## config.mk

```make
export PLATFORM = sky130hd
export DESIGN_NAME = omd_isqrt
export DESIGN_NICKNAME = d
export VERILOG_FILES = /design/src/sv/odometry_motion_decomposition_macros.svh /design/src/sv/omd_pkg.sv /design/src/sv/omd_isqrt.sv
export SDC_FILE = /design/constraint.sdc
export NUM_CORES = 1
export LEC_CHECK = 0
export BUFFER_PORTS_ARGS = -buffer_cell sky130_fd_sc_hd__buf_2
export CAP_MARGIN = 10
export CORE_UTILIZATION = 45
export DETAILED_ROUTE_END_ITERATION = 8
export PLACE_DENSITY = 0.67
export RECOVER_POWER = 100
export SLEW_MARGIN = 20
export SYNTH_ARGS = -nofsm -noshare
export SYNTH_HDL_FRONTEND = slang
export SYNTH_SLANG_ARGS = --single-unit
```

## constraint.sdc

```tcl
create_clock -name clk -period 19.25 [get_ports clk]
set_input_delay 0.9625 -clock clk [delete_from_list [all_inputs] [get_ports clk]]
set_output_delay 0.9625 -clock clk [all_outputs]
set_load 0.005 [all_outputs]
```

## src/sv/odometry_motion_decomposition_macros.svh

```systemverilog
// Assertion helpers for the odometry motion block.
`ifndef ODOMETRY_MOTION_DECOMPOSITION_MACROS_SVH
`define ODOMETRY_MOTION_DECOMPOSITION_MACROS_SVH

// Same-cycle implication, checked out of reset.
`define OMD_ASSERT_NOW(label, ante, cons, msg) \
  label: assert property (@(posedge clk) disable iff (!rst_n) (ante) |-> (cons)) \
    else $error(msg);

// Next-cycle implication, checked out of reset.
`define OMD_ASSERT_NEXT(label, ante, cons, msg) \
  label: assert property (@(posedge clk) disable iff (!rst_n) (ante) |=> (cons)) \
    else $error(msg);

`endif

```

## src/sv/omd_pkg.sv

```systemverilog
package omd_pkg;

  localparam int CordicW = 37;

  localparam logic [1:0] CFG_TRANS_THR = 2'd0;
  localparam logic [1:0] CFG_ROT_THR   = 2'd1;

  localparam logic [30:0] TransThrRst = 31'd6554;
  localparam logic [14:0] RotThrRst   = 15'd1043;
  localparam logic [30:0] ShortTrans  = 31'd655;
  localparam logic [16:0] QuarterTurn = 17'd16384;
  localparam logic [15:0] HalfTurn    = 16'h8000;

  typedef enum logic [2:0] {
    S_IDLE,
    S_MUL,
    S_ODO_START,
    S_ODO_WAIT,
    S_SCAN_SQ,
    S_SCAN_RUN,
    S_SCAN_FIN
  } omd_state_t;

  // atan(2^-i), 2^32 per full turn
  function automatic logic [31:0] atan_tab(input logic [4:0] i);
    logic [31:0] v;
    unique case (i)
      5'd0:  v = 32'd536870912;
      5'd1:  v = 32'd316933406;
      5'd2:  v = 32'd167458907;
      5'd3:  v = 32'd85004756;
      5'd4:  v = 32'd42667331;
      5'd5:  v = 32'd21354465;
      5'd6:  v = 32'd10679838;
      5'd7:  v = 32'd5340245;
      5'd8:  v = 32'd2670163;
      5'd9:  v = 32'd1335087;
      5'd10: v = 32'd667544;
      5'd11: v = 32'd333772;
      5'd12: v = 32'd166886;
      5'd13: v = 32'd83443;
      5'd14: v = 32'd41722;
      5'd15: v = 32'd20861;
      5'd16: v = 32'd10430;
      5'd17: v = 32'd5215;
      5'd18: v = 32'd2608;
      5'd19: v = 32'd1304;
      5'd20: v = 32'd652;
      5'd21: v = 32'd326;
      5'd22: v = 32'd163;
      5'd23: v = 32'd81;
      default: v = 32'd0;
    endcase
    return v;
  endfunction

endpackage

```

## src/sv/omd_isqrt.sv

```systemverilog
module omd_isqrt
  import omd_pkg::*;
(
  input  logic        clk,
  input  logic        rst_n,
  input  logic        start,
  input  logic [63:0] val,
  output logic        busy,
  output logic [31:0] root
);

  logic        busy_r;
  logic [63:0] v_r, r_r, b_r;
  logic [63:0] t;

  assign t = r_r + b_r;

  always_ff @(posedge clk) begin
    if (!rst_n) begin
      busy_r <= 1'b0;
    end else if (start) begin
      busy_r <= 1'b1;
    end else if (busy_r && b_r[0]) begin
      busy_r <= 1'b0;
    end
  end

  // one result bit per cycle
  always_ff @(posedge clk) begin
    if (start) begin
      v_r <= val;
      r_r <= '0;
      b_r <= 64'h4000_0000_0000_0000;
    end else if (busy_r) begin
      if (v_r >= t) begin
        v_r <= v_r - t;
        r_r <= (r_r >> 1) + b_r;
      end else begin
        r_r <= r_r >> 1;
      end
      b_r <= b_r >> 2;
    end
  end

  assign busy = busy_r;
  assign root = r_r[31:0];

endmodule
```

==> results.py <==
metrics = {
    "outcome": {
        "run_status": "complete, but fails checks",
        "violations": "capacitance limit, slew limit",
    },
    "drt": {
        "dr_wl_met2_mm": 19.2,
        "via_per_inst": 6.09,
        "drc": 0,
        "postRouteAntennaNets": 0,
        "drt-total-wl_mm": 44.2,
        "wl_met1_mm": 21.4,
        "first_pass_iters": 5,
        "highest_layer": "met4",
        "wl_per_cell_um": 18.5,
        "wl_met3_mm": 2.66,
        "drt-initial-drc-count": 1190,
        "dr_total_vias": 14570,
    },
    "floorplan": {
        "io-pin-count": 100,
        "num_rows": 67,
        "die_w_um": 186,
        "die_height_um": 186,
        "start_util_pct": 45.7,
        "dieArea_sq_um": 34700,
        "core_sq_um": 33400,
    },
    "sta": {
        "maxSlewHeadroom_pct": -144,
        "finalMaxSlewViolations": 469,
        "worst_pin_slew_ns": 3.66,
        "fin_crit_ns": 12.41,
        "finalSetupTns_ns": 0,
        "finalSetupViolCount": 0,
        "fin_crit_sh_pct": 64.5,
        "rsz0062_at_grt": "no",
        "fin_ws_ns": 6.84,
        "fin_worst_skew_ns": 0.0202,
        "fmax_mhz": 80.6,
        "hold_violations": 0,
    },
    "global_routing": {
        "grt_usage_pct": 25.8,
        "grt_pass1_vias": 13522,
        "grt_max_degree": 95,
        "grt_pass1_wl_mm": 71.5,
        "grt_overflow": 0,
        "antenna_found_initial": 0,
    },
    "worst_setup_path": {
        "critPathMostFrequentCell": "o21ai_0",
        "slowest_stage": "o21ai_0",
        "worst_ep_arrival_time_ns": 12.43,
        "cp_top_family": "compound AO/OA/AOI/OAI gates",
        "crit_path_start_kind": "flop",
        "critPathMaxFanout": 73,
        "critPathMaxStageDelay_ns": 3.26,
        "crit_type": "reg -> reg",
        "endpoint_kind": "flop",
        "path_cells": "ha_1, a31oi_1, o21bai_1, a31oi_1, o21ai_0, a41oi_1, o21ai_0, a21oi_1, xor2_1, ha_1, nand2_1, nor2_1, nand3_1, nor3_1, o21ai_0, a311oi_1, o21ai_4, clkbuf_1, o21ai_0, clkbuf_1",
        "crit_buf_inv": 2,
        "cp.required_ns": 19.27,
    },
    "cts": {
        "cts_resized": 0,
        "clock_sinks": 161,
        "numCtsBuffers": 17,
        "clk_path_buf_depth": 2,
        "cts_hold_buf": 0,
        "cts_tree": "yes",
        "clk_pin_slew_worst_paths_ns": 0.07,
        "cts_htree_levels": 4,
        "insertion_delay_ns": 0.46,
        "cts-root-buf": "clkbuf_16",
        "post_cts_buffers": 0,
    },
    "logic_synthesis": {
        "synth_flop_cell": "dfxtp_1",
        "yosysUniqueCellTypes": 86,
        "netlist_instances": 1946,
        "ys_warn_count": 0,
        "synth_area_per_cell_sq_um": 7.85,
        "syn_area_sq_um": 15300,
        "ys_async_sr_fraction_pct": 0,
        "synth_edf_count": 64,
        "synth_fp_nets": 2144,
        "synth-seq-area-share_pct": 25.3,
        "synth-seq-cells": 161,
    },
    "cells_and_area": {
        "areaGrowthSynthToFinish_pct": 6.52,
        "drive_gt1_share_pct": 7.87,
        "antennaDiodeCount": 0,
        "final_core_util_pct": 48.7,
        "final_nets": 2130,
        "final_cells": 2393,
        "fill_cells": 3292,
    },
    "place": {
        "port-buffer-count": 99,
        "place_ws_ns": 12.06,
        "place_inst": 2361,
        "hpwl_mm": 33.2,
        "gp_congestion": 0.972,
    },
    "pwr": {
        "ir_drop_mv": 0.0732,
        "power-per-cell-area_nw_per_um2": 136,
        "power.total_mw": 2.22,
        "p_leak_nw": 6.23,
    },
    "hold_path": {
        "hp-class": "reg -> reg",
    },
    "job": {
        "cap_violations": 10,
    },
}
-- state kept, by name (all words and copies together) (netlist names) --
| signal | cells |
|---|---|
| r_r | 64 |
| v_r | 64 |
| b_r | 32 |
| busy | 1 |
-- synthesized netlist by cell type (all sizes together), types with 17 or more instances --
library cell  instances  area [sq um]
xor2                 71           622
a21oi               136           684
nand2               219           825
ha                  130          1630
inv                  48           180
nand4                47           294
a211oi               44           340
edfxtp               64          1920
a311oi               18           164
nor2                192           721
and2                 17           109
mux2i                50           500
o21bai               29           218
o21ai               157           793
a31oi                63           394
nand3                38           195
o21a                 19           143
nor3                 31           160
buf                  46           315
clkbuf               93           349
a21o                 54           405
xnor2                76           666
dfxtp                97          1940
-- logic make-up after synthesis --
group                    count (synthesis)  share of synthesized area [%]
AO/OA/AOI/OAI                          641                           27.6
AND/OR/NAND/NOR                        617                           18.3
buffers and inverters                  188                           5.55
flip-flops                             161                           25.3
XOR/XNOR                               147                           8.42
adder cells (fa/ha/maj)                131                           10.8
multiplexers                            61                           4.09
-- cell usage in the layout (no fill, tap or decap), drive strengths merged, types with 50 or more instances in the layout --
cell type | Yosys | final
a21o | 54 | 54
a21oi | 136 | 136
a31oi | 63 | 63
buf | 46 | 72
clkbuf | 93 | 55
dfxtp | 97 | 97
edfxtp | 64 | 64
ha | 130 | 130
inv | 48 | 54
mux2i | 50 | 50
nand2 | 219 | 219
nor2 | 192 | 192
o21ai | 157 | 157
xnor2 | 76 | 76
xor2 | 71 | 71
-- path summary, 6_finish.rpt --
path | from | to | slack [ns] | cells after the start
setup / recovery | r_r[2]$_SDFFE_PP0P_ | v_r[56]$_DFFE_PP_ | 6.84 | 20
hold / removal | r_r[0]$_SDFFE_PP0P_ | r_r[0]$_SDFFE_PP0P_ | 0.52 | 2
setup reg to reg | r_r[2]$_SDFFE_PP0P_ | v_r[56]$_DFFE_PP_ | 6.84 | 20
hold reg to reg | r_r[0]$_SDFFE_PP0P_ | r_r[0]$_SDFFE_PP0P_ | 0.52 | 2
-- where the power goes --
part | total, mW | switching [mW] | leakage (nW) | internal (mW)
Clock | 0.370 | 0.162 | 0.314 | 0.208
Sequential | 0.552 | 0.0777 | 1.43 | 0.474
Combinational | 1.30 | 0.804 | 4.48 | 0.492
Total | 2.22 | 1.04 | 6.23 | 1.17
-- area by class of cell --
class / count / area (sq um) / area share [%]
clock inverters: 11 / 109 / 0.669
well taps: 448 / 561 / 3.44
clock buffers: 21 / 514 / 3.16
flip-flops and latches: 161 / 3860 / 23.7
inverters: 49 / 184 / 1.13
repair buffers: 106 / 490 / 3.01
multi-input cells: 1597 / 10600 / 64.9
-- per-layer routing --
layer / vias up / GRT usage, %
li1: 7128 / -
met1: 6889 / 37.5
met3: 51 / 3.23
met4: 0 / 7.74
met2: 502 / 39.7
met5: - / 0
-- through the flow --
stage                     area (sq um)  hold WS [ns]
after floorplan                  15300         0.479
after global placement           15800         0.491
after detailed placement         15800         0.504
after CTS                        16400         0.513
after global routing             16300         0.580
final                            16300         0.518
-- worst reg2reg max path, delay by kind of cell (launching register included) --
family / cells / cell delay [ns]
AO/OA/AOI/OAI: 11 / 6.83
XOR/XNOR: 1 / 0.22
adder cells (fa/ha/maj): 2 / 0.81
buffers and inverters: 2 / 2.98
flip-flops: 1 / 0.36
AND/OR/NAND/NOR: 4 / 0.73
Note: power is estimated with default switching activity, not from simulation.
