**config.mk**
```make
export PLATFORM = sky130hd
export DESIGN_NAME = omd_cordic
export DESIGN_NICKNAME = d
export VERILOG_FILES = /design/src/sv/odometry_motion_decomposition_macros.svh /design/src/sv/omd_pkg.sv /design/src/sv/omd_cordic.sv
export SDC_FILE = /design/constraint.sdc
export NUM_CORES = 1
export LEC_CHECK = 0
export BUFFER_PORTS_ARGS = -buffer_cell sky130_fd_sc_hd__buf_2
export CAP_MARGIN = 30
export CORE_MARGIN = 5
export CORE_UTILIZATION = 29
export DETAILED_ROUTE_END_ITERATION = 16
export SLEW_MARGIN = 20
export SYNTH_ARGS = -nofsm -noshare
export SYNTH_HDL_FRONTEND = slang
export SYNTH_SLANG_ARGS = --single-unit
```
**constraint.sdc**
```tcl
create_clock -name clk -period 11 [get_ports clk]
set_input_delay 1.65 -clock clk [delete_from_list [all_inputs] [get_ports clk]]
set_output_delay 1.65 -clock clk [all_outputs]
set_load 0.02 [all_outputs]
```
**src/sv/odometry_motion_decomposition_macros.svh**
```systemverilog
// Assertion helpers for the odometry motion block.
`ifndef ODOMETRY_MOTION_DECOMPOSITION_MACROS_SVH
`define ODOMETRY_MOTION_DECOMPOSITION_MACROS_SVH

// Same-cycle implication, checked out of reset.
`define OMD_ASSERT_NOW(label, ante, cons, msg) \
  label: assert property (@(posedge clk) disable iff (!rst_n) (ante) |-> (cons)) \
    else $error(msg);

// Next-cycle implication, checked out of reset.
`define OMD_ASSERT_NEXT(label, ante, cons, msg) \
  label: assert property (@(posedge clk) disable iff (!rst_n) (ante) |=> (cons)) \
    else $error(msg);

`endif

```
**src/sv/omd_pkg.sv**
```systemverilog
package omd_pkg;

  localparam int CordicW = 37;

  localparam logic [1:0] CFG_TRANS_THR = 2'd0;
  localparam logic [1:0] CFG_ROT_THR   = 2'd1;

  localparam logic [30:0] TransThrRst = 31'd6554;
  localparam logic [14:0] RotThrRst   = 15'd1043;
  localparam logic [30:0] ShortTrans  = 31'd655;
  localparam logic [16:0] QuarterTurn = 17'd16384;
  localparam logic [15:0] HalfTurn    = 16'h8000;

  typedef enum logic [2:0] {
    S_IDLE,
    S_MUL,
    S_ODO_START,
    S_ODO_WAIT,
    S_SCAN_SQ,
    S_SCAN_RUN,
    S_SCAN_FIN
  } omd_state_t;

  // atan(2^-i), 2^32 per full turn
  function automatic logic [31:0] atan_tab(input logic [4:0] i);
    logic [31:0] v;
    unique case (i)
      5'd0:  v = 32'd536870912;
      5'd1:  v = 32'd316933406;
      5'd2:  v = 32'd167458907;
      5'd3:  v = 32'd85004756;
      5'd4:  v = 32'd42667331;
      5'd5:  v = 32'd21354465;
      5'd6:  v = 32'd10679838;
      5'd7:  v = 32'd5340245;
      5'd8:  v = 32'd2670163;
      5'd9:  v = 32'd1335087;
      5'd10: v = 32'd667544;
      5'd11: v = 32'd333772;
      5'd12: v = 32'd166886;
      5'd13: v = 32'd83443;
      5'd14: v = 32'd41722;
      5'd15: v = 32'd20861;
      5'd16: v = 32'd10430;
      5'd17: v = 32'd5215;
      5'd18: v = 32'd2608;
      5'd19: v = 32'd1304;
      5'd20: v = 32'd652;
      5'd21: v = 32'd326;
      5'd22: v = 32'd163;
      5'd23: v = 32'd81;
      default: v = 32'd0;
    endcase
    return v;
  endfunction

endpackage

```
**src/sv/omd_cordic.sv**
```systemverilog
module omd_cordic
  import omd_pkg::*;
#(
  parameter int STEPS = 16
) (
  input  logic                      clk,
  input  logic                      rst_n,
  input  logic                      start,
  input  logic signed [CordicW-1:0] y_in,
  input  logic signed [CordicW-1:0] x_in,
  output logic                      busy,
  output logic [15:0]               angle
);

  localparam int CW = $clog2(STEPS);

  logic                      busy_r;
  logic                      zero_r;
  logic [CW-1:0]             cnt_r;
  logic signed [CordicW-1:0] x_r, y_r;
  logic [31:0]               ang_r;
  logic signed [CordicW-1:0] xs, ys;
  logic [31:0]               tab;
  logic [31:0]               rnd;

  assign xs  = x_r >>> cnt_r;
  assign ys  = y_r >>> cnt_r;
  assign tab = atan_tab(5'(cnt_r));
  assign rnd = ang_r + 32'h8000;

  always_ff @(posedge clk) begin
    if (!rst_n) begin
      busy_r <= 1'b0;
      cnt_r  <= '0;
    end else if (start) begin
      busy_r <= 1'b1;
      cnt_r  <= '0;
    end else if (busy_r) begin
      cnt_r <= cnt_r + CW'(1);
      if (cnt_r == CW'(STEPS - 1)) busy_r <= 1'b0;
    end
  end

  always_ff @(posedge clk) begin
    if (start) begin
      zero_r <= (x_in == '0) && (y_in == '0);
      if (x_in < 0) begin
        if (y_in >= 0) begin
          x_r   <= y_in;
          y_r   <= -x_in;
          ang_r <= 32'h4000_0000;
        end else begin
          x_r   <= -y_in;
          y_r   <= x_in;
          ang_r <= 32'hC000_0000;
        end
      end else begin
        x_r   <= x_in;
        y_r   <= y_in;
        ang_r <= '0;
      end
    end else if (busy_r) begin
      if (y_r > 0) begin
        x_r   <= x_r + ys;
        y_r   <= y_r - xs;
        ang_r <= ang_r + tab;
      end else begin
        x_r   <= x_r - ys;
        y_r   <= y_r + xs;
        ang_r <= ang_r - tab;
      end
    end
  end

  assign busy  = busy_r;
  assign angle = zero_r ? 16'd0 : rnd[31:16];

endmodule

```
==> metrics.txt <==
core area=just under 70000 um2; starting density of the core=29.3%; Vias=18800; worst supply voltage drop on vdd=around 150 uV; number of buffers added to fix hold violations after cts=0; endpoint of the worst hold-timing path=ang_r[0]; count of endpoints failing setup in the final report=0; placed insts=3262; number of enable-type register cells in the synthesized netlist=107; CTS tree=yes; startpoint of the worst hold path=tab[0]; cell taking the most area after synthesis=sky130_fd_sc_hd__edfxtp_1; async set-or-reset flop fraction in the synthesized netlist=0%; number of buffers on the longest clock path=2; total routing resource utilization after global routing=between 10% and 20%; TritonCTS Buffers=17; main flop type after synthesis=sky130_fd_sc_hd__edfxtp_1; final global-route overflow total=0; core occupancy in the finished layout=31.9%; largest net degree at the start of global routing=~100; flop2flop setup slack=~4.0 ns; Buffers on Ports=93; clock insertion delay at the later pin of the skew report=just under 0.5 ns; cell types with the highest counts after synthesis=sky130_fd_sc_hd__nand2_1, sky130_fd_sc_hd__nor2_1, sky130_fd_sc_hd__o21ai_0; DP Worst Slack=4.13 ns; number of global-route vias before repair=roughly 17000; post-synthesis area per instance=8.16 um2; deepest level of the CTS H-tree=4; gate count after technology mapping=2413; IO Pins=94; detailed-router iteration count before antenna repair=8; Syn-to-layout area delta=8.88%; Relative slew margins=36.0%; worst min path class=flop to flop; portion of total power attributed to the clock network=8.0%; worst-case setup margin in the final layout=~4 ns; total count of max-transition violations in the final report=0; post-synth net total=approximately 2600; total net switching power=0.00403 W; Final ANT Viol Nets=0; layout cell share with drive strength beyond 1=~11%; measured slew at the worst slew-check pin=~0.96 ns; share of the yosys chip area belonging to registers=19.9%; Avg Vias per Cell=5.70; share of total power in sequential cells=between 10% and 20%; Fin Setup TNS=0 ns; width of the chip=271 um; combinational fraction of design power=74.3%; number of buffers inserted by post-CTS setup repair=0; routed wire length per instance=19.3 um; wire length of the first global-routing pass=slightly below 100000 um; Resize count post-CTS=0; number of nets at the end of the flow=2606; clock tree root driver cell=sky130_fd_sc_hd__clkbuf_16; flop and latch count out of synthesis=142; highest net fanout along the worst path=55; total internal power=0.00374 W; Sw Share=around 52%; clock-pin slew on the worst setup and hold paths=0.07 ns; R2R Path Start=cnt_r[1]; Netlist Area Pre-Place=19700 um2; unrepaired setup endpoints after global routing=false; Critical Path AT=7.19 ns; Final Cycle Share=63.4%; Worst Setup End Kind=flop; type of element launching the critical path=flop; Tmin final=6.97 ns; Area contributors post-synth=sky130_fd_sc_hd__edfxtp_1, sky130_fd_sc_hd__ha_1, sky130_fd_sc_hd__mux4_2; Critical Setup Path Class=flop to flop; number of antenna violations at the first check in global routing=0; status=complete, no violations; sum of routed wire length over all layers=63400 um; final hold slack=a little under 0.7 ns; final count of hold timing violations=0; Maximum Capacitance Violations=0; highest achievable clock rate=143 MHz; Num Clock Sinks=between 100 and 150; leakage=8.09 nW; setup clock skew after layout=0.0174 ns; First DRT Iteration DRCs=around 1700; number of cells on the worst hold path=2; Final Non-Filler Cells=3296; die outline area=~73000 um2; number of rows created at floorplan=95; routability congestion estimate=around 0.94; DRC Markers=0; Ys Warns=0; chip height=271 um; count of cell types in the netlist=about 90; Critical R2R Capture=y_r[33]; CP required=about 11 ns; most frequent cell after synthesis=sky130_fd_sc_hd__nand2_1; detailed placer's ending HPWL=48400 um; area share of the largest cell type after synthesis=16.3%; power density cells=363 nW/um2; worst r2r path cells=21
==> critical path, stage by stage, from the launching register on <==
cell and delay [ns]:
sky130_fd_sc_hd__dfxtp_4 0.90, sky130_fd_sc_hd__buf_4 0.76, sky130_fd_sc_hd__mux4_1 0.67, sky130_fd_sc_hd__mux2_2 0.32, sky130_fd_sc_hd__or2_1 0.24, sky130_fd_sc_hd__o22ai_2 0.22
sky130_fd_sc_hd__nand4_1 0.15, sky130_fd_sc_hd__nor2_1 0.27, sky130_fd_sc_hd__nand2_1 0.11, sky130_fd_sc_hd__o21ai_0 0.21, sky130_fd_sc_hd__xor2_1 0.18, sky130_fd_sc_hd__ha_1 0.34
sky130_fd_sc_hd__a21o_1 0.19, sky130_fd_sc_hd__a21o_1 0.18, sky130_fd_sc_hd__a2111oi_0 0.53, sky130_fd_sc_hd__o31ai_1 0.22, sky130_fd_sc_hd__nand4_1 0.14, sky130_fd_sc_hd__nand3_1 0.10
sky130_fd_sc_hd__o41a_1 0.41, sky130_fd_sc_hd__o21ai_0 0.19, sky130_fd_sc_hd__nor3b_1 0.21, sky130_fd_sc_hd__o31ai_1 0.08
==> kinds of logic (layout without fill, tap and decap cells) <==
kind of cell / Yosys count / after routing / synth area share, %
simple gates: 804 / 804 / 19.5
compound gates: 721 / 721 / 23.4
xor+xnor: 250 / 250 / 11.1
mux: 189 / 189 / 14.1
buf+inv: 186 / 195 / 4.15
flops: 142 / 142 / 19.9
fa+ha+maj: 121 / 121 / 7.79
other cells: 0 / 1 / 0
==> power groups by stage <==
stage / Clock [W] / Sequential [W] / Combinational (W)
after floorplan: 0 / 0.00112 / 0.00453
after global placement: 0 / 0.00136 / 0.00568
after detailed placement: 0 / 0.00136 / 0.00567
after CTS: 0.000641 / 0.00134 / 0.00572
after global routing: 0.000662 / 0.00138 / 0.00640
final: 0.000625 / 0.00137 / 0.00577
==> state kept, by name, summed over array words and instances (netlist names) <==
| signal | flops |
|---|---|
| cnt_r | 4 |
| ang_r | 32 |
| zero_r | 1 |
| tab | 30 |
| busy | 1 |
| x_r | 37 |
| y_r | 37 |
==> how the worst max path moves through the flow <==
stage               endpoint  slack (ns)     start  cells after the start
finish               y_r[33]        4.03  cnt_r[1]                     21
global route         y_r[33]        3.44  cnt_r[1]                     21
CTS                  y_r[33]        4.09  cnt_r[1]                     21
detailed placement   y_r[33]        4.13  cnt_r[1]                     21
global placement     y_r[33]        4.21  cnt_r[1]                     21
floorplan            x_r[33]        5.48  cnt_r[3]                     24
==> layout by cell type, fill, tap and decap left out, types with 91 or more instances in the layout <==
cell,Yosys,final
sky130_fd_sc_hd__nand2_1,258,258
sky130_fd_sc_hd__ha_1,117,117
sky130_fd_sc_hd__xor2_1,141,141
sky130_fd_sc_hd__nor2_1,210,209
sky130_fd_sc_hd__o21ai_0,195,195
sky130_fd_sc_hd__edfxtp_1,107,107
sky130_fd_sc_hd__xnor2_1,109,109
sky130_fd_sc_hd__a21oi_1,175,175
sky130_fd_sc_hd__mux2i_1,95,95
sky130_fd_sc_hd__buf_2,19,91
==> layout make-up <==
cell class                      count  area [um2]
Timing Repair Buffer              111         622
Clock buffer                       20         500
Inverter                           52         195
Clock inverter                     12         121
Antenna cell                        1        2.50
Tap cell                          873        1090
Multi-Input combinational cell   2085       15000
Fill cell                        7241       45800
Sequential cell                   142        3930
==> routing by layer <==
metal,track usage [%],part of all wire [%]
met5,0,0
met1,23.9,46
met4,4.02,1.7
met3,3.12,7.7
met2,26.0,44
==> per-stage QoR <==
step / instance area, um2 / total power, W
CTS: 21400 / 0.00770
floorplan: 19700 / 0.00564
global route: 21400 / 0.00845
finish: 21400 / 0.00777
detailed placement: 20800 / 0.00702
global placement: 20800 / 0.00704
Note: power is estimated with default switching activity, not from simulation.
